**src/rtl/tsqg_pkg.sv**
```systemverilog
package tsqg_pkg;

  localparam int MAX_TRAILS_DEF = 16;

  localparam int TRAIL_W   = 6;
  localparam int POS_W     = 24;
  localparam int SIDE_W    = 16;
  localparam int STR_W     = 16;
  localparam int PSTR_W    = 15;
  localparam int HW_W      = 16;
  localparam int GAIN_W    = 16;
  localparam int USE_W     = 5;
  localparam int ALPHA_W   = 8;
  localparam int DIFF_W    = POS_W + 1;
  localparam int SQ_W      = 48;
  localparam int DSQ_W     = SQ_W + 2;
  localparam int PROD_W    = SIDE_W + HW_W + 1;
  localparam int OFS_W     = PROD_W - 14;
  localparam int SAT_W     = POS_W + 2;
  localparam int GPROD_W   = PSTR_W + GAIN_W;
  localparam int CFG_W     = 48;
  localparam int CFG_IDX_W = 3;

  localparam logic [PSTR_W-1:0] STR_ONE    = PSTR_W'(16384);
  localparam logic [GAIN_W-1:0] GAIN_RESET = GAIN_W'(4096);

  localparam logic signed [SAT_W-1:0] SAT_HI = SAT_W'((1 << (POS_W - 1)) - 1);
  localparam logic signed [SAT_W-1:0] SAT_LO = SAT_W'(-(1 << (POS_W - 1)));

  localparam logic CMD_EMIT = 1'b0;
  localparam logic CMD_CUT  = 1'b1;

  typedef enum logic [CFG_IDX_W-1:0] {
    REG_SLIP_THRESHOLD,
    REG_MIN_SEG_LEN_SQ,
    REG_HALF_WIDTH_REAR,
    REG_HALF_WIDTH_FRONT,
    REG_ALPHA_GAIN,
    REG_TRAILS_IN_USE
  } cfg_reg_t;

  typedef struct packed {
    logic                     command;
    logic [TRAIL_W-1:0]       trail_index;
    logic signed [POS_W-1:0]  pos_x;
    logic signed [POS_W-1:0]  pos_y;
    logic signed [POS_W-1:0]  pos_z;
    logic signed [SIDE_W-1:0] side_x;
    logic signed [SIDE_W-1:0] side_z;
    logic [STR_W-1:0]         strength;
  } in_item_t;

  typedef struct packed {
    logic signed [POS_W-1:0] vert_x;
    logic signed [POS_W-1:0] vert_y;
    logic [ALPHA_W-1:0]      alpha;
    logic                    last;
  } out_item_t;

  typedef struct packed {
    logic signed [POS_W-1:0]  prev_x;
    logic signed [POS_W-1:0]  prev_y;
    logic signed [POS_W-1:0]  prev_z;
    logic signed [SIDE_W-1:0] prev_side_x;
    logic signed [SIDE_W-1:0] prev_side_z;
    logic [PSTR_W-1:0]        prev_strength;
  } entry_t;

  typedef struct packed {
    logic signed [POS_W-1:0] x;
    logic signed [POS_W-1:0] z;
  } corner_t;

  typedef struct packed {
    corner_t            a_neg;
    corner_t            a_pos;
    corner_t            b_pos;
    corner_t            b_neg;
    logic [ALPHA_W-1:0] alpha_a;
    logic [ALPHA_W-1:0] alpha_b;
  } band_t;

  // strength clamped to one
  function automatic logic [PSTR_W-1:0] str_clamp(input logic [STR_W-1:0] s);
    if (s > STR_W'(STR_ONE)) return STR_ONE;
    else return s[PSTR_W-1:0];
  endfunction

  function automatic logic signed [POS_W-1:0] sat_pos(input logic signed [SAT_W-1:0] v);
    if (v > SAT_HI) return SAT_HI[POS_W-1:0];
    else if (v < SAT_LO) return SAT_LO[POS_W-1:0];
    else return $signed(v[POS_W-1:0]);
  endfunction

  // round to nearest, ties up, from Q.22 to Q.8
  function automatic logic signed [OFS_W-1:0] offset_round(input logic signed [PROD_W-1:0] p);
    logic signed [PROD_W:0] r;
    r = {p[PROD_W-1], p} + (PROD_W + 1)'(8192);
    return $signed(r[PROD_W-1:14]);
  endfunction

  function automatic logic [SQ_W-1:0] square(input logic signed [DIFF_W-1:0] d);
    logic signed [DSQ_W-1:0] p;
    p = DSQ_W'(d) * DSQ_W'(d);
    return p[SQ_W-1:0];
  endfunction

  // gain product to alpha byte: clamp at one, scale by 255, round
  function automatic logic [ALPHA_W-1:0] alpha_scale(input logic [GPROD_W-1:0] p);
    logic [26:0] pc;
    logic [34:0] sc;
    pc = (p > GPROD_W'(1 << 26)) ? 27'(1 << 26) : p[26:0];
    sc = {pc, 8'b0} - {8'b0, pc} + 35'(1 << 25);
    return sc[33:26];
  endfunction

endpackage

```
**src/rtl/tsqg_store.sv**
```systemverilog
module tsqg_store #(
  parameter int MAX_TRAILS = tsqg_pkg::MAX_TRAILS_DEF
) (
  input  logic                          clk,
  input  logic                          rd_en,
  input  logic [$clog2(MAX_TRAILS)-1:0] rd_addr,
  output tsqg_pkg::entry_t              rd_data,
  input  logic                          wr_en,
  input  logic [$clog2(MAX_TRAILS)-1:0] wr_addr,
  input  tsqg_pkg::entry_t              wr_data
);

  // per trail last point, no reset: only read behind has_start
  tsqg_pkg::entry_t mem [MAX_TRAILS];

  always_ff @(posedge clk) begin
    if (wr_en) begin
      mem[wr_addr] <= wr_data;
    end
  end

  always_ff @(posedge clk) begin
    if (rd_en) begin
      rd_data <= mem[rd_addr];
    end
  end

endmodule

```
**config.mk**
```make
export PLATFORM = sky130hd
export DESIGN_NAME = tsqg_store
export DESIGN_NICKNAME = d
export VERILOG_FILES = /design/src/rtl/tsqg_pkg.sv /design/src/rtl/tsqg_store.sv
export SDC_FILE = /design/constraint.sdc
export NUM_CORES = 1
export LEC_CHECK = 0
export BUFFER_PORTS_ARGS = -buffer_cell sky130_fd_sc_hd__buf_4
export CAP_MARGIN = 20
export CORE_ASPECT_RATIO = 2
export CORE_UTILIZATION = 39
export CTS_BUF_LIST = sky130_fd_sc_hd__clkbuf_4 sky130_fd_sc_hd__clkbuf_8 sky130_fd_sc_hd__clkbuf_16
export DETAILED_ROUTE_END_ITERATION = 8
export GPL_ROUTABILITY_DRIVEN = 1
export REMOVE_ABC_BUFFERS = 1
export SLEW_MARGIN = 0
export SYNTH_ARGS = -nofsm -noshare
export SYNTH_HDL_FRONTEND = slang
export SYNTH_SLANG_ARGS = --single-unit
```
**constraint.sdc**
```tcl
create_clock -name clk -period 35.4 [get_ports clk]
set_input_delay 7.08 -clock clk [delete_from_list [all_inputs] [get_ports clk]]
set_output_delay 7.08 -clock clk [all_outputs]
set_load 0.03 [all_outputs]
```
==> flow_summary.json <==
{
  "status": "finished, final reports clean",
  "grt-ovfl-total": 0,
  "synthMuxAreaShare_pct": 14.4,
  "powerDensity_nw_per_um2": 57.4,
  "ys_warn_count": 0,
  "fin_crit_ps": 10500,
  "grt_max_degree": 120,
  "grt_pass1_vias": 36000,
  "cp_slowest_cell": "buf_4",
  "seqPwrFrac_pct": 55.5,
  "rsz0062_at_grt": "false",
  "cts_max_level": 4,
  "synth_top_cell_by_area": "edfxtp_1",
  "dieArea_um2": 193000,
  "max_freq_ghz": 0.0953,
  "r2r_end": "rd_data[108]",
  "fin_ws_ps": 24900,
  "drive_gt1_share_pct": 30.6,
  "die_height_um": 621,
  "grt_antenna_before_repair": 28,
  "pin_count": 249,
  "final_hold_viol_count": 0,
  "post_drt_wl_per_cell_um": 29.9,
  "clock-sinks": 2023,
  "synth_compound_area_share_pct": 2.39,
  "final_cells": 6009,
  "crit_type": "primary input to register",
  "grt_pass1_wl_mm": 257,
  "critPathCapture": "rd_data[12]",
  "critPathCaptureType": "register",
  "swShare_pct": 20.6,
  "avgSynthCellArea_um2": 24.5,
  "vdd_ir_drop_max_mv": 0.0349,
  "num_rows": 226,
  "placed_cells": 5705,
  "initial_core_util_pct": 39.3,
  "worst_ep_arrival_time_ps": 11020,
  "ys_async_sr_fraction_pct": 0,
  "place.gp.congestion": 0.702,
  "cp_common_cell": "buf_4",
  "cpPeakStageDelay_ps": 850,
  "synth_edf_count": 2023,
  "internal_power_mw": 3.89,
  "clkPwrFrac_pct": 39.2,
  "first_iter_violations": 2954,
  "dp_hpwl_mm": 84.7,
  "hold_depth": 3,
  "critPathMaxFanout": 103,
  "p_leak_nw": 26.8,
  "syn_to_final_growth_pct": 14.3,
  "nets": 3504,
  "comb_power_share_pct": 5.2,
  "root_buffer": "clkbuf_16",
  "dp_slack_ps": 23930,
  "synth_cells": 3041,
  "clkLatencyLatePin_ps": 800,
  "routed_via_density": 5.60,
  "synth-xor-area-share_pct": 0,
  "startpoint_type": "primary input",
  "cts_hold_buf": 0,
  "crit_chain": "buf_8 -> buf_4 -> buf_4 -> buf_12 -> mux4_2 -> a22oi_1 -> nand2_1",
  "startpoint": "rd_addr[0]",
  "drtAntennaViolNets": 0,
  "synth_top_family_by_area": "multiplexers",
  "cap_viol_max_count": 0,
  "setup-violations-final": 0,
  "synthAdderAreaFrac_pct": 0,
  "synth_area_um2": 74600,
  "yosys-top-cells-count": "edfxtp_1, mux4_2, a22oi_1, nand2_1, clkbuf_1",
  "timing.rr.start": "mem[2][108]",
  "fin_crit_sh_pct": 29.7,
  "finalSetupTns_ps": 0,
  "routed_wl_mm": 180,
  "drc_errors": 0,
  "synth-simple-area-share_pct": 0.776,
  "ys_ff_latch": 2023,
  "synth_ff_type": "edfxtp_1",
  "cts_setup_buffers": 0,
  "worst-r2r-cell-count": 3,
  "synth_cell_types": 17,
  "synth_top_area_share_pct": 81.4,
  "hold_class": "register to register",
  "cts_tree": "built",
  "synth-seq-area-share_pct": 81.4,
  "r2r_slack_ps": 33850,
  "cts_max_path_buffers": 4,
  "grtUsageTotal_pct": 18.6,
  "vias": 33700,
  "p_switching_mw": 1.01,
  "slew_viol_final": 0,
  "skew_ps": 38.3,
  "synth.most_common_cell": "edfxtp_1",
  "dieWidth_um": 311,
  "max-slew-margin-rel_pct": 27.1,
  "synth.area.top_cells": "edfxtp_1, mux4_2, a22oi_1",
  "ctsResizeCount": 0,
  "core_um2": 190000,
  "numCtsBuffers": 175,
  "required_ps": 35920,
  "io_buffers": 248,
  "path_clk_slew_ps": 70,
  "worstMarginPinSlew_ps": 1090,
  "drtPass1Iterations": 5
}
layout by cell type, fill, tap and decap left out, types with 2 or more instances in the layout:
master	synthesis	final
nand2b_1	2	2
diode_2	0	8
buf_8	0	2
clkinvlp_4	0	9
bufinv_16	0	20
nor3_2	0	4
buf_4	31	300
clkinv_1	0	39
buf_12	0	11
a22oi_1	238	238
edfxtp_1	2023	2023
clkinv_2	0	17
nand2_1	120	120
nor2b_4	0	2
nor2_4	0	13
clkbuf_4	0	30
clkbuf_16	0	179
mux4_2	476	476
nand3b_1	2	2
power groups by stage:
stage | Sequential, mW | Combinational [mW] | Clock [mW]
after CTS | 2.72 | 0.262 | 1.97
after global placement | 2.77 | 0.258 | 0
after detailed placement | 2.77 | 0.262 | 0
final | 2.72 | 0.255 | 1.92
after global routing | 2.72 | 0.275 | 2.04
after floorplan | 2.79 | 0.103 | 0
state kept, by name, indices dropped and copies added, names as in the netlist:
signal / cells
mem: 1904
rd_data: 119
metrics by stage:
step                      util (%)  hold WS [ps]  power, mW  cell area (um2)
after detailed placement      42.0           724       3.03            79600
final                         44.9           727       4.89            85300
after global placement        42.0           724       3.03            79600
after floorplan                  -           710       2.89            73800
after CTS                     44.9           728       4.95            85200
after global routing          44.9           766       5.04            85300
logic make-up (layout without fill, tap and decap cells):
group                  after synthesis  in the layout
flip-flops                        2023           2023
buffers and inverters              158            610
multiplexers                       476            476
other                                0              8
AO/OA/AOI/OAI                      238            238
AND/OR/NAND/NOR                    146            146
worst max-delay path: cells and delay by family:
kind            cells  cell delay [ps]
buf+inv             4             2740
compound gates      1              210
mux                 1              600
simple gates        1               90
metal layers:
layer / routed length (um) / global-route usage (%)
met5: 191 / 0
met4: 3740 / 4.53
met3: 10500 / 3.14
met2: 91600 / 31.8
met1: 73500 / 24.7
layout make-up:
type,count,area [um2]
antenna,8,20.0
sequential,2023,60700
fill,15600,104000
timing repair buffer,314,2510
clock inverter,87,920
clock buffer,209,4700
tap,2508,3140
multi-input combinational,860,13200
how the worst min path moves through the flow:
stage                         to    startpoint
finish               rd_data[91]   mem[14][91]
global route         rd_data[37]   mem[14][37]
CTS                  rd_data[91]   mem[14][91]
detailed placement   rd_data[91]   mem[14][91]
global placement    rd_data[101]  mem[14][101]
floorplan             rd_data[0]    mem[14][0]
No activity file was read; power rests on OpenSTA's default activity.
