$ cat src/rtl/tsqg_pkg.sv
package tsqg_pkg;

  localparam int MAX_TRAILS_DEF = 16;

  localparam int TRAIL_W   = 6;
  localparam int POS_W     = 24;
  localparam int SIDE_W    = 16;
  localparam int STR_W     = 16;
  localparam int PSTR_W    = 15;
  localparam int HW_W      = 16;
  localparam int GAIN_W    = 16;
  localparam int USE_W     = 5;
  localparam int ALPHA_W   = 8;
  localparam int DIFF_W    = POS_W + 1;
  localparam int SQ_W      = 48;
  localparam int DSQ_W     = SQ_W + 2;
  localparam int PROD_W    = SIDE_W + HW_W + 1;
  localparam int OFS_W     = PROD_W - 14;
  localparam int SAT_W     = POS_W + 2;
  localparam int GPROD_W   = PSTR_W + GAIN_W;
  localparam int CFG_W     = 48;
  localparam int CFG_IDX_W = 3;

  localparam logic [PSTR_W-1:0] STR_ONE    = PSTR_W'(16384);
  localparam logic [GAIN_W-1:0] GAIN_RESET = GAIN_W'(4096);

  localparam logic signed [SAT_W-1:0] SAT_HI = SAT_W'((1 << (POS_W - 1)) - 1);
  localparam logic signed [SAT_W-1:0] SAT_LO = SAT_W'(-(1 << (POS_W - 1)));

  localparam logic CMD_EMIT = 1'b0;
  localparam logic CMD_CUT  = 1'b1;

  typedef enum logic [CFG_IDX_W-1:0] {
    REG_SLIP_THRESHOLD,
    REG_MIN_SEG_LEN_SQ,
    REG_HALF_WIDTH_REAR,
    REG_HALF_WIDTH_FRONT,
    REG_ALPHA_GAIN,
    REG_TRAILS_IN_USE
  } cfg_reg_t;

  typedef struct packed {
    logic                     command;
    logic [TRAIL_W-1:0]       trail_index;
    logic signed [POS_W-1:0]  pos_x;
    logic signed [POS_W-1:0]  pos_y;
    logic signed [POS_W-1:0]  pos_z;
    logic signed [SIDE_W-1:0] side_x;
    logic signed [SIDE_W-1:0] side_z;
    logic [STR_W-1:0]         strength;
  } in_item_t;

  typedef struct packed {
    logic signed [POS_W-1:0] vert_x;
    logic signed [POS_W-1:0] vert_y;
    logic [ALPHA_W-1:0]      alpha;
    logic                    last;
  } out_item_t;

  typedef struct packed {
    logic signed [POS_W-1:0]  prev_x;
    logic signed [POS_W-1:0]  prev_y;
    logic signed [POS_W-1:0]  prev_z;
    logic signed [SIDE_W-1:0] prev_side_x;
    logic signed [SIDE_W-1:0] prev_side_z;
    logic [PSTR_W-1:0]        prev_strength;
  } entry_t;

  typedef struct packed {
    logic signed [POS_W-1:0] x;
    logic signed [POS_W-1:0] z;
  } corner_t;

  typedef struct packed {
    corner_t            a_neg;
    corner_t            a_pos;
    corner_t            b_pos;
    corner_t            b_neg;
    logic [ALPHA_W-1:0] alpha_a;
    logic [ALPHA_W-1:0] alpha_b;
  } band_t;

  // strength clamped to one
  function automatic logic [PSTR_W-1:0] str_clamp(input logic [STR_W-1:0] s);
    if (s > STR_W'(STR_ONE)) return STR_ONE;
    else return s[PSTR_W-1:0];
  endfunction

  function automatic logic signed [POS_W-1:0] sat_pos(input logic signed [SAT_W-1:0] v);
    if (v > SAT_HI) return SAT_HI[POS_W-1:0];
    else if (v < SAT_LO) return SAT_LO[POS_W-1:0];
    else return $signed(v[POS_W-1:0]);
  endfunction

  // round to nearest, ties up, from Q.22 to Q.8
  function automatic logic signed [OFS_W-1:0] offset_round(input logic signed [PROD_W-1:0] p);
    logic signed [PROD_W:0] r;
    r = {p[PROD_W-1], p} + (PROD_W + 1)'(8192);
    return $signed(r[PROD_W-1:14]);
  endfunction

  function automatic logic [SQ_W-1:0] square(input logic signed [DIFF_W-1:0] d);
    logic signed [DSQ_W-1:0] p;
    p = DSQ_W'(d) * DSQ_W'(d);
    return p[SQ_W-1:0];
  endfunction

  // gain product to alpha byte: clamp at one, scale by 255, round
  function automatic logic [ALPHA_W-1:0] alpha_scale(input logic [GPROD_W-1:0] p);
    logic [26:0] pc;
    logic [34:0] sc;
    pc = (p > GPROD_W'(1 << 26)) ? 27'(1 << 26) : p[26:0];
    sc = {pc, 8'b0} - {8'b0, pc} + 35'(1 << 25);
    return sc[33:26];
  endfunction

endpackage

$ cat src/rtl/tsqg_band.sv
module tsqg_band (
  input  logic                clk,
  input  logic                rst,
  input  logic                load,
  input  tsqg_pkg::band_t     band,
  output logic                free,
  output logic                out_valid,
  input  logic                out_ready,
  output tsqg_pkg::out_item_t out_data
);

  localparam logic [2:0] VERT_LAST = 3'd5;

  logic            band_valid;
  logic [2:0]      cnt;
  tsqg_pkg::band_t band_q;
  tsqg_pkg::corner_t pick;
  logic [tsqg_pkg::ALPHA_W-1:0] pick_alpha;

  assign free      = !band_valid || (out_ready && cnt == VERT_LAST);
  assign out_valid = band_valid;

  always_ff @(posedge clk) begin
    if (rst) begin
      band_valid <= 1'b0;
      cnt        <= 3'd0;
    end else if (load) begin
      band_valid <= 1'b1;
      cnt        <= 3'd0;
    end else if (band_valid && out_ready) begin
      if (cnt == VERT_LAST) begin
        band_valid <= 1'b0;
      end else begin
        cnt <= cnt + 3'd1;
      end
    end
  end

  always_ff @(posedge clk) begin
    if (load) begin
      band_q <= band;
    end
  end

  // vertex order a-, a+, b+, a-, b+, b-
  always_comb begin
    unique case (cnt)
      3'd0: begin
        pick       = band_q.a_neg;
        pick_alpha = band_q.alpha_a;
      end
      3'd1: begin
        pick       = band_q.a_pos;
        pick_alpha = band_q.alpha_a;
      end
      3'd2: begin
        pick       = band_q.b_pos;
        pick_alpha = band_q.alpha_b;
      end
      3'd3: begin
        pick       = band_q.a_neg;
        pick_alpha = band_q.alpha_a;
      end
      3'd4: begin
        pick       = band_q.b_pos;
        pick_alpha = band_q.alpha_b;
      end
      default: begin
        pick       = band_q.b_neg;
        pick_alpha = band_q.alpha_b;
      end
    endcase
  end

  always_comb begin
    out_data.vert_x = pick.x;
    out_data.vert_y = pick.z;
    out_data.alpha  = pick_alpha;
    out_data.last   = (cnt == VERT_LAST);
  end

  a_last_drains: assert property (@(posedge clk) disable iff (rst)
    out_valid && out_ready && out_data.last && !load |=> !out_valid)
    else $error("band stage still valid after its last vertex");

  a_step: assert property (@(posedge clk) disable iff (rst)
    out_valid && out_ready && !out_data.last && !load |=> out_valid && cnt == $past(cnt) + 3'd1)
    else $error("vertex counter did not step");

  a_hold: assert property (@(posedge clk) disable iff (rst)
    out_valid && !out_ready && !load |=> out_valid && $stable(cnt))
    else $error("vertex counter moved under stall");

endmodule

$ cat config.mk
export PLATFORM = sky130hd
export DESIGN_NAME = tsqg_band
export DESIGN_NICKNAME = d
export VERILOG_FILES = /design/src/rtl/tsqg_pkg.sv /design/src/rtl/tsqg_band.sv
export SDC_FILE = /design/constraint.sdc
export NUM_CORES = 1
export LEC_CHECK = 0
export ABC_AREA = 1
export BUFFER_PORTS_ARGS = -buffer_cell sky130_fd_sc_hd__buf_4
export CAP_MARGIN = 40
export CORE_AREA = 8 8 191 102
export CTS_BUF_LIST = sky130_fd_sc_hd__clkbuf_16
export DETAILED_ROUTE_END_ITERATION = 10
export DIE_AREA = 0 0 199 110
export MAX_ROUTING_LAYER = met4
export PLACE_DENSITY = 0.81
export SYNTH_ARGS = -nofsm -noshare
export SYNTH_HDL_FRONTEND = slang
export SYNTH_SLANG_ARGS = --single-unit
export TNS_END_PERCENT = 30
$ cat constraint.sdc
create_clock -name clk -period 1.6 [get_ports clk]
set_input_delay 0.16 -clock clk [delete_from_list [all_inputs] [get_ports clk]]
set_output_delay 0.16 -clock clk [all_outputs]
set_load 0.1 [all_outputs]
==> results.ini, run 1 <==
[outcome]
status=finished, violations left
failed_checks=setup timing

[critical_path]
cp_data_arrival_time_ns=2.24
cp-end-kind=primary output
crit_slowest_cell=dfxtp_4
cp.buffers_inverters=3
critPathRequiredTime_ns=1.44
cp_max_fo=12
crit_family=simple AND/OR/NAND/NOR gates
ff2ff_path_depth=6
critPathKind=flip-flop to primary output
regToRegSetupSlack_ns=0.14
cp_cell_sequence=inv_6 -> ha_4 -> nand2_4 -> nand3_2 -> clkbuf_16 -> nor2_1 -> nor2_4 -> buf_12
worst_path_largest_cell_delay_ns=0.40
cp-start-kind=flip-flop
cp.depth=8

[clocking]
tritoncts=yes
cts.path.max_buffers=3
clkTransAtPathRegs_ns=0.08
clock_latency_ns=0.47
cts_root_buf=clkbuf_16
cts_made_buffers=19
cts.sinks=212
htree_levels=1

[final_layout]
layout_commonest_cell=buf_4
fin_cells=1471
final_cell_mix=233 x buf_4, 209 x dlygate4sd3_1, 208 x edfxtp_1, 171 x nand2_1, 69 x nor2_4
layout-drive-gt1-share_pct=44.8
final_nets=1434
area_delta_synth_final_pct=87.8
fin_area_um2=15700
fill_cells=483

[yosys]
synth-simple-area-share_pct=19.0
syn-cell-area_um2=8350
ys_seq_area_share_pct=75.7
synth_compound_area_share_pct=1.02
synth_nets=905
synth_top_family_by_area=simple AND/OR/NAND/NOR gates
ys_warn_count=0
synth_fa_ha_area_share_pct=0.749
ys_types=18
synthXorXnorAreaFrac_pct=0
muxShareOfSynthArea_pct=0
post_synth.cell_area_avg_um2=12.1
syn_inst=688
ys_ff_latch=212

[global_route]
grt-ovfl-total=0
grt_pass1_vias=8349
grt_start_max_net_pins=47
grt_pass1_wl_mm=51.0
grt_util_all_layers_pct=32.5
antenna_found_initial=5

[place]
dp.cells=1205
io_buffers=270
dp.final_hpwl_mm=17.1
pre_cts_ws_ns=-0.246
place.gp.congestion=0.848
dpl_cell_area_um2=11500

[run]
drv_cap=0

[route]
drtAntennaViolNets=0
dr_total_vias=8326
wl_mm=40.8
drt_iter0_drc=983
post_drt_wl_per_cell_um=27.8
viasPerCell=5.66
dr.pass1.iters=6
post-route-drc-count=0

[floorplan]
rows=34
pin_count=271
dieArea_um2=21900
initial_core_util_pct=49.5
core_area_um2=16900
die_h_um=110
die_w_um=199

[worst_hold_path]
hold_class=input pin to flip-flop
hold_path_depth=3

[sta]
slew_viol_final=0
slew_headroom_pct=68.1
fin_hold_ws_ns=0.115
tns_ns=-39.32
fin_skew_ns=0.00861
worstMarginPinSlew_ns=0.479
max_freq_ghz=0.417
fin_crit_sh_pct=150
fin_ws_ns=-0.796
grt_setup_unrepaired=true
setup-violations-final=58
hold_viol_final=0
min_period_ns=2.40

[power]
cellPowerDensity_nw_per_um2=1030
vdd_drop_max_mv=0.717
power_leakage_nw=6.65

## layer usage
layer	global-route usage (%)	wire, um	vias to the layer above
met3	9.24	5280	163
met4	10.1	1770	0
met1	38.5	13800	3963
li1	-	-	3396
met5	-	0	-
met2	54.3	19900	804
## cell usage after synthesis
library cell  instances  area (um2)
nor2_1              145         544
nand3_1              50         250
dfxtp_1               4        80.1
edfxtp_1            208        6250
o21ai_0              11        55.1
o21a_1                1        7.51
buf_6                 8        90.1
buf_2                15        75.1
inv_1                18        67.6
a21oi_1               3        15.0
o21bai_1              1        7.51
inv_2                 2        7.51
nand3_2               1        10.0
ha_1                  5        62.6
nand2_1             207         777
buf_4                 6        45.0
nand2_2               1        6.26
clkbuf_1              2        7.51
## flip-flops by register name (all words and copies together) (netlist names)
signal	cells
cnt	3
out_valid	1
band_q	208
## report_power, final
part | internal (mW) | leakage (nW) | switching, mW
combinational | 2.00 | 4.30 | 3.18
sequential | 6.59 | 2.07 | 0.221
clock | 2.15 | 0.282 | 2.00
## worst reg2reg max path, delay by kind of cell (launching register included)
kind,cells,cell delay (ns)
AO/OA/AOI/OAI,2,0.34
adder cells (fa/ha/maj),1,0.16
buffers and inverters,1,0.06
flip-flops,1,0.40
AND/OR/NAND/NOR,2,0.38
## kinds of logic (layout without fill, tap and decap cells)
group                      after synthesis  in the layout
adders and majority gates                5              5
AOI/OAI and AO/OA                       16             16
and+or+nand+nor                        404            405
DFF                                    212            212
buffers and inverters                   51            591
other                                    0              8
## metrics by stage
step	power [mW]	util, %
2_1_floorplan	9.24	-
3_3_place_gp	10.3	68.2
3_5_place_dp	10.4	68.2
4_1_cts	15.4	89.7
5_1_grt	16.5	92.8
6_report	16.1	92.9
## timing repair
item | in CTS | in global routing
gates cloned | 4 | 8
hold buffers | 209 | 0
endpoints found under the hold margin | 211 | 0
setup endpoints to repair | 58 | 58
gates resized for setup | 247 | 99
buffers inserted | 3 | 5
pin swaps | 16 | 12
## path summary, 6_finish.rpt
path	from	to
worst max-delay path	cnt[1]$_SDFFE_PP0P_	out_data[15]
worst min-delay path	out_ready	cnt[1]$_SDFFE_PP0P_
worst max register to register	cnt[1]$_SDFFE_PP0P_	cnt[2]$_SDFFE_PP0P_
worst min register to register	cnt[1]$_SDFFE_PP0P_	cnt[1]$_SDFFE_PP0P_
## layout make-up
type | instances | area (um2) | share of cell area [%]
flip-flops and latches | 212 | 6330 | 40.4
repair buffers | 538 | 5680 | 36.2
multi-input cells | 426 | 2750 | 17.5
clock buffers | 19 | 475 | 3.03
well taps | 234 | 293 | 1.87
inverters | 20 | 82.6 | 0.526
clock inverters | 14 | 52.6 | 0.335
diodes | 8 | 20.0 | 0.128
(Power assumes the default switching activity.)
==> run 2: changes to the inputs <==
Settings changed: ABC_AREA 1 to not set, CORE_AREA 8 8 191 102 to 8 8 196 105, DIE_AREA 0 0 199 110 to 0 0 204 113, PLACE_DENSITY 0.81 to 0.8.
==> run 2 against run 1 <==
Effect of this change:
- the flow still finishes with violations (setup timing)
- core utilization down 8.7 points
- sequential cell count stayed put
- power decreased by 6.6%
- routed wire length fell by 16%
- critical path type unchanged
- critical endpoint unchanged
==> results.ini, run 2 <==
[place]
io_buffers=270
dp.final_hpwl_mm=18.0
dp.cells=1040
place.gp.congestion=0.881

[sta]
slew_viol_final=0
grt_setup_unrepaired=true
worstMarginPinSlew_ns=0.477
setup-violations-final=60
tns_ns=-49.69
fin_crit_sh_pct=157
fin_ws_ns=-0.915
fin_hold_ws_ns=0.0926
hold_viol_final=0
slew_headroom_pct=68.2
max_freq_ghz=0.398
min_period_ns=2.51
fin_skew_ns=0.0174

[yosys]
async_reset_ff_share_pct=0
synth_nets=744
synth_edf_count=208
syn-cell-area_um2=8840
synth_largest_area_cell=edfxtp_1
synthTopCellsByArea=edfxtp_1 71%, mux2i_1 5.3%, mux2_2 4.7%
ys_warn_count=0
post_synth.cell_area_avg_um2=16.8
ys_types=31
ys.flop_type=edfxtp_1
ys_seq_area_share_pct=71.5
syn_inst=527
ys_ff_latch=212
yosysTopAreaCellShare_pct=70.6
ys_top_cells_by_count=208 x edfxtp_1, 49 x nand2_1, 48 x a22oi_1
yosysMostFrequentCell=edfxtp_1

[critical_path]
cp_data_arrival_time_ns=2.35
cp-start-kind=flip-flop
critPathKind=flip-flop to primary output
critPathRequiredTime_ns=1.44
cp-end-kind=primary output
cp_max_fo=13

[final_layout]
multi_input_area_um2=2530
fin_cells=1290
fill_cells=773
largest_register_ff_count=208
final_nets=1250
layout-drive-gt1-share_pct=40.3
area_delta_synth_final_pct=70.1
final_util_pct=84.2
final_cell_mix=234 x buf_4, 209 x dlygate4sd3_1, 208 x edfxtp_1, 53 x buf_12, 48 x nand2_1
top_register=band_q
layout_commonest_cell=buf_4
seqCellArea_um2=6340

[power]
cellPowerDensity_nw_per_um2=1000
vdd_drop_max_mv=0.693
power_leakage_nw=5.82
power_mw=15.1

[run]
drv_cap=0

[clocking]
cts.sinks=212
htree_levels=1
cts.path.max_buffers=3
clock_latency_ns=0.50
cts_root_buf=clkbuf_16
cts_made_buffers=19
clkTransAtPathRegs_ns=0.07
tritoncts=yes

[worst_hold_path]
hold_class=input pin to flip-flop

[outcome]
failed_checks=setup timing
status=finished, violations left

[route]
viasPerCell=5.78
dr_total_vias=7454
drt_iter0_drc=746
drtAntennaViolNets=0
post-route-drc-count=0
wl_mm=34.4
post_drt_wl_per_cell_um=26.7
dr.pass1.iters=7

[global_route]
grt_start_max_net_pins=53
grt_util_all_layers_pct=28.3
grt_pass1_vias=7944
grt-ovfl-total=0
grt_pass1_wl_mm=48.9
antenna_found_initial=5

[floorplan]
dieArea_um2=23100
die_h_um=113
initial_core_util_pct=49.5
rows=35
core_area_um2=17900
die_w_um=204
pin_count=271

## run 2: changes by cell type in the layout (fill, tap and decap cells not counted), sizes merged, moves of 6 or more
| cell | delta |
|---|---|
| a22oi | +48 |
| nor2 | -143 |
| clkbuf | -6 |
| mux2 | +56 |
| inv | -20 |
| nand3 | -51 |
| o21ai | -9 |
| nand2 | -159 |
| buf | -9 |
| mux2i | +47 |
| o221ai | +47 |
## run 2: per-stage QoR
stage               instance area, um2  worst slack, ns
finish                           15000           -0.915
global route                     15000           -0.957
CTS                              14900           -0.843
detailed placement               11600           -0.461
global placement                 11600           -0.431
floorplan                         9020           -0.358
## run 2: path summary, 6_finish.rpt
kind	start	endpoint	slack, ns	cells past startpoint
max	cnt[0]$_SDFFE_PP0P_	out_data[15]	-0.91	7
min	out_ready	out_valid$_SDFFE_PP0P_	0.09	4
max reg2reg	cnt[1]$_SDFFE_PP0P_	cnt[1]$_SDFFE_PP0P_	-0.14	6
min reg2reg	out_valid$_SDFFE_PP0P_	out_valid$_SDFFE_PP0P_	0.54	2
## run 2: kinds of logic (layout without fill, tap and decap cells)
family	after synthesis	count (layout)	synth area share, %
multiplexers	103	103	13.3
buffers and inverters	42	560	2.18
flip-flops	212	212	71.5
adder cells (fa/ha/maj)	5	5	0.707
other	0	5	0
AND/OR/NAND/NOR	59	59	2.76
AO/OA/AOI/OAI	106	106	9.58
## run 2: critical path, cell delays in order, from the launching register on
cell	delay [ns]
dfxtp_4	0.38
inv_2	0.06
ha_2	0.24
buf_6	0.18
a22oi_2	0.23
o221ai_1	0.24
mux2_4	0.34
buf_12	0.17
## run 2: timing repair
action,CTS,global route
hold buffers,209,0
hold endpoints to repair,212,0
setup buffers,0,1
pin swaps,1,0
endpoints found under the setup margin,60,60
gates resized for setup,158,11
gates cloned,0,2
## run 2: report_power, final
| part | switching (mW) | total [mW] | internal [mW] |
|---|---|---|---|
| sequential | 0.233 | 6.82 | 6.58 |
| clock | 2.12 | 4.45 | 2.33 |
| combinational | 2.14 | 3.81 | 1.67 |
| total | 4.50 | 15.1 | 10.6 |
## run 2: layer usage
layer  wire (um)  track usage (%)
met1       12600             33.7
met5           0                -
met4         873             5.68
met3        3650             6.53
met2       17300             49.2
## run 2: cell type report
class                   instances  area share [%]
inverters                       4           0.116
clock inverters                14           0.582
flip-flops and latches        212            42.1
diodes                          5          0.0832
repair buffers                523            35.1
well taps                     240            2.00
clock buffers                  19            3.16
multi-input cells             273            16.8
==> run 3: changes to the inputs <==
Settings changed: ABC_AREA set to 1, CORE_AREA 8 8 196 105 to 8 8 191 102, DIE_AREA 0 0 204 113 to 0 0 199 110, PLACE_DENSITY 0.8 to 0.81, RECOVER_POWER set to 50.
==> run 3 against run 2 <==
Effect of this change:
- register-to-register slack gained 0.29 ns
- largest cell class unchanged
- largest power group unchanged
- highest routed layer unchanged
- the flow still finishes with violations (setup timing)
- setup slack improved by 0.11 ns
- sequential cell count is the same
==> results.ini, run 3 (synthesis gave the netlist of run 1 again) <==
[run]
drv_cap=0

[floorplan]
dieArea_um2=21900
core_area_um2=16900
die_h_um=110
die_w_um=199
rows=34
initial_core_util_pct=49.5
pin_count=271

[global_route]
grt_util_all_layers_pct=32.5
grt-ovfl-total=0
grt_start_max_net_pins=47
grt_pass1_wl_mm=51.0
antenna_found_initial=5
grt_pass1_vias=8349

[sta]
grt_setup_unrepaired=true
fin_ws_ns=-0.801
slew_viol_final=0
setup-violations-final=67
worstMarginPinSlew_ns=1.36
max_freq_ghz=0.416
slew_headroom_pct=9.54
fin_skew_ns=0.0104
min_period_ns=2.40
tns_ns=-39.41
hold_viol_final=0
fin_crit_sh_pct=150

[route]
dr.pass1.iters=6
wl_mm=40.5
post-route-drc-count=0
dr_total_vias=8295
drtAntennaViolNets=0
viasPerCell=5.64
drt_iter0_drc=1037
post_drt_wl_per_cell_um=27.6

[final_layout]
fill_cells=529
final_nets=1434
final_cell_mix=209 x dlygate4sd3_1, 208 x edfxtp_1, 171 x nand2_1, 143 x clkbuf_4, 71 x buf_4
fin_area_um2=15600
largest_register_ff_count=208
top_register=band_q
area_delta_synth_final_pct=86.4
layout_commonest_cell=dlygate4sd3_1
layout-drive-gt1-share_pct=43.2
fin_cells=1470

[critical_path]
ff2ff_path_depth=6
cp_data_arrival_time_ns=2.24
cp-start-kind=flip-flop
cp_max_fo=12
critPathKind=flip-flop to primary output
critPathRequiredTime_ns=1.44
cp-end-kind=primary output

[clocking]
tritoncts=yes
clock_latency_ns=0.47
cts.sinks=212
cts_made_buffers=19
clkTransAtPathRegs_ns=0.08
cts_root_buf=clkbuf_16
cts.path.max_buffers=3
htree_levels=1

[place]
dpl_cell_area_um2=11500
dp.cells=1205
io_buffers=270
dp.final_hpwl_mm=17.1
place.gp.congestion=0.848

[outcome]
failed_checks=setup timing
status=finished, violations left

[worst_hold_path]
hold_path_depth=3
hold_class=input pin to flip-flop

[power]
power_leakage_nw=6.54
cellPowerDensity_nw_per_um2=1030
vdd_drop_max_mv=0.725
power_mw=16.1

==> run 3: worst max-delay path, stage by stage (launching register included) <==
cell and delay, ns:
dfxtp_4 0.40, inv_6 0.05, ha_4 0.16, nand2_4 0.11, nand3_2 0.25, clkbuf_16 0.29, nor2_1 0.23, nor2_4 0.08
buf_12 0.17
==> run 3: metal layers <==
| layer | vias up | part of all wire (%) | GRT usage (%) |
|---|---|---|---|
| met5 | - | 0 | - |
| met2 | 820 | 49 | 54.3 |
| li1 | 3389 | - | - |
| met4 | 0 | 4.3 | 10.1 |
| met3 | 163 | 13 | 9.24 |
| met1 | 3923 | 34 | 38.5 |
==> run 3: repair_timing <==
action	4_1_cts	5_1_grt
buffers inserted	3	5
resized for setup	247	99
hold buffers	209	0
gates cloned	4	8
endpoints found under the setup margin	58	58
hold endpoints to repair	211	0
pin swaps	16	12
==> run 3: area by class of cell <==
cell class              count  area, um2  share of cell area, %
well taps                 234        293                   1.88
inverters                  20       82.6                  0.530
diodes                      7       17.5                  0.112
repair buffers            538       5570                   35.7
clock buffers              19        475                   3.05
clock inverters            14       52.6                  0.337
multi-input cells         426       2750                   17.7
flip-flops and latches    212       6330                   40.7
==> run 3: per-stage QoR <==
stage / setup slack (ns) / util (%) / hold WS [ns]
global route: -0.853 / 92.2 / 0.136
finish: -0.801 / 92.2 / 0.109
CTS: -0.698 / 89.7 / 0.0843
floorplan: -0.174 / - / 0.259
global placement: -0.221 / 68.2 / 0.339
detailed placement: -0.246 / 68.2 / 0.339
==> run 3: worst paths after layout <==
| path | slack [ns] | end | from |
|---|---|---|---|
| setup reg to reg | 0.15 | cnt[2]$_SDFFE_PP0P_ | cnt[1]$_SDFFE_PP0P_ |
| hold reg to reg | 0.64 | cnt[1]$_SDFFE_PP0P_ | cnt[1]$_SDFFE_PP0P_ |
| hold / removal | 0.11 | cnt[1]$_SDFFE_PP0P_ | out_ready |
| setup / recovery | -0.80 | out_data[15] | cnt[1]$_SDFFE_PP0P_ |
==> run 3: power breakdown <==
part           switching [mW]  internal, mW  leakage, nW
Clock                    2.03          2.15        0.282
Combinational            3.17          1.96         4.18
Sequential              0.219          6.59         2.07
Total                    5.42          10.7         6.54
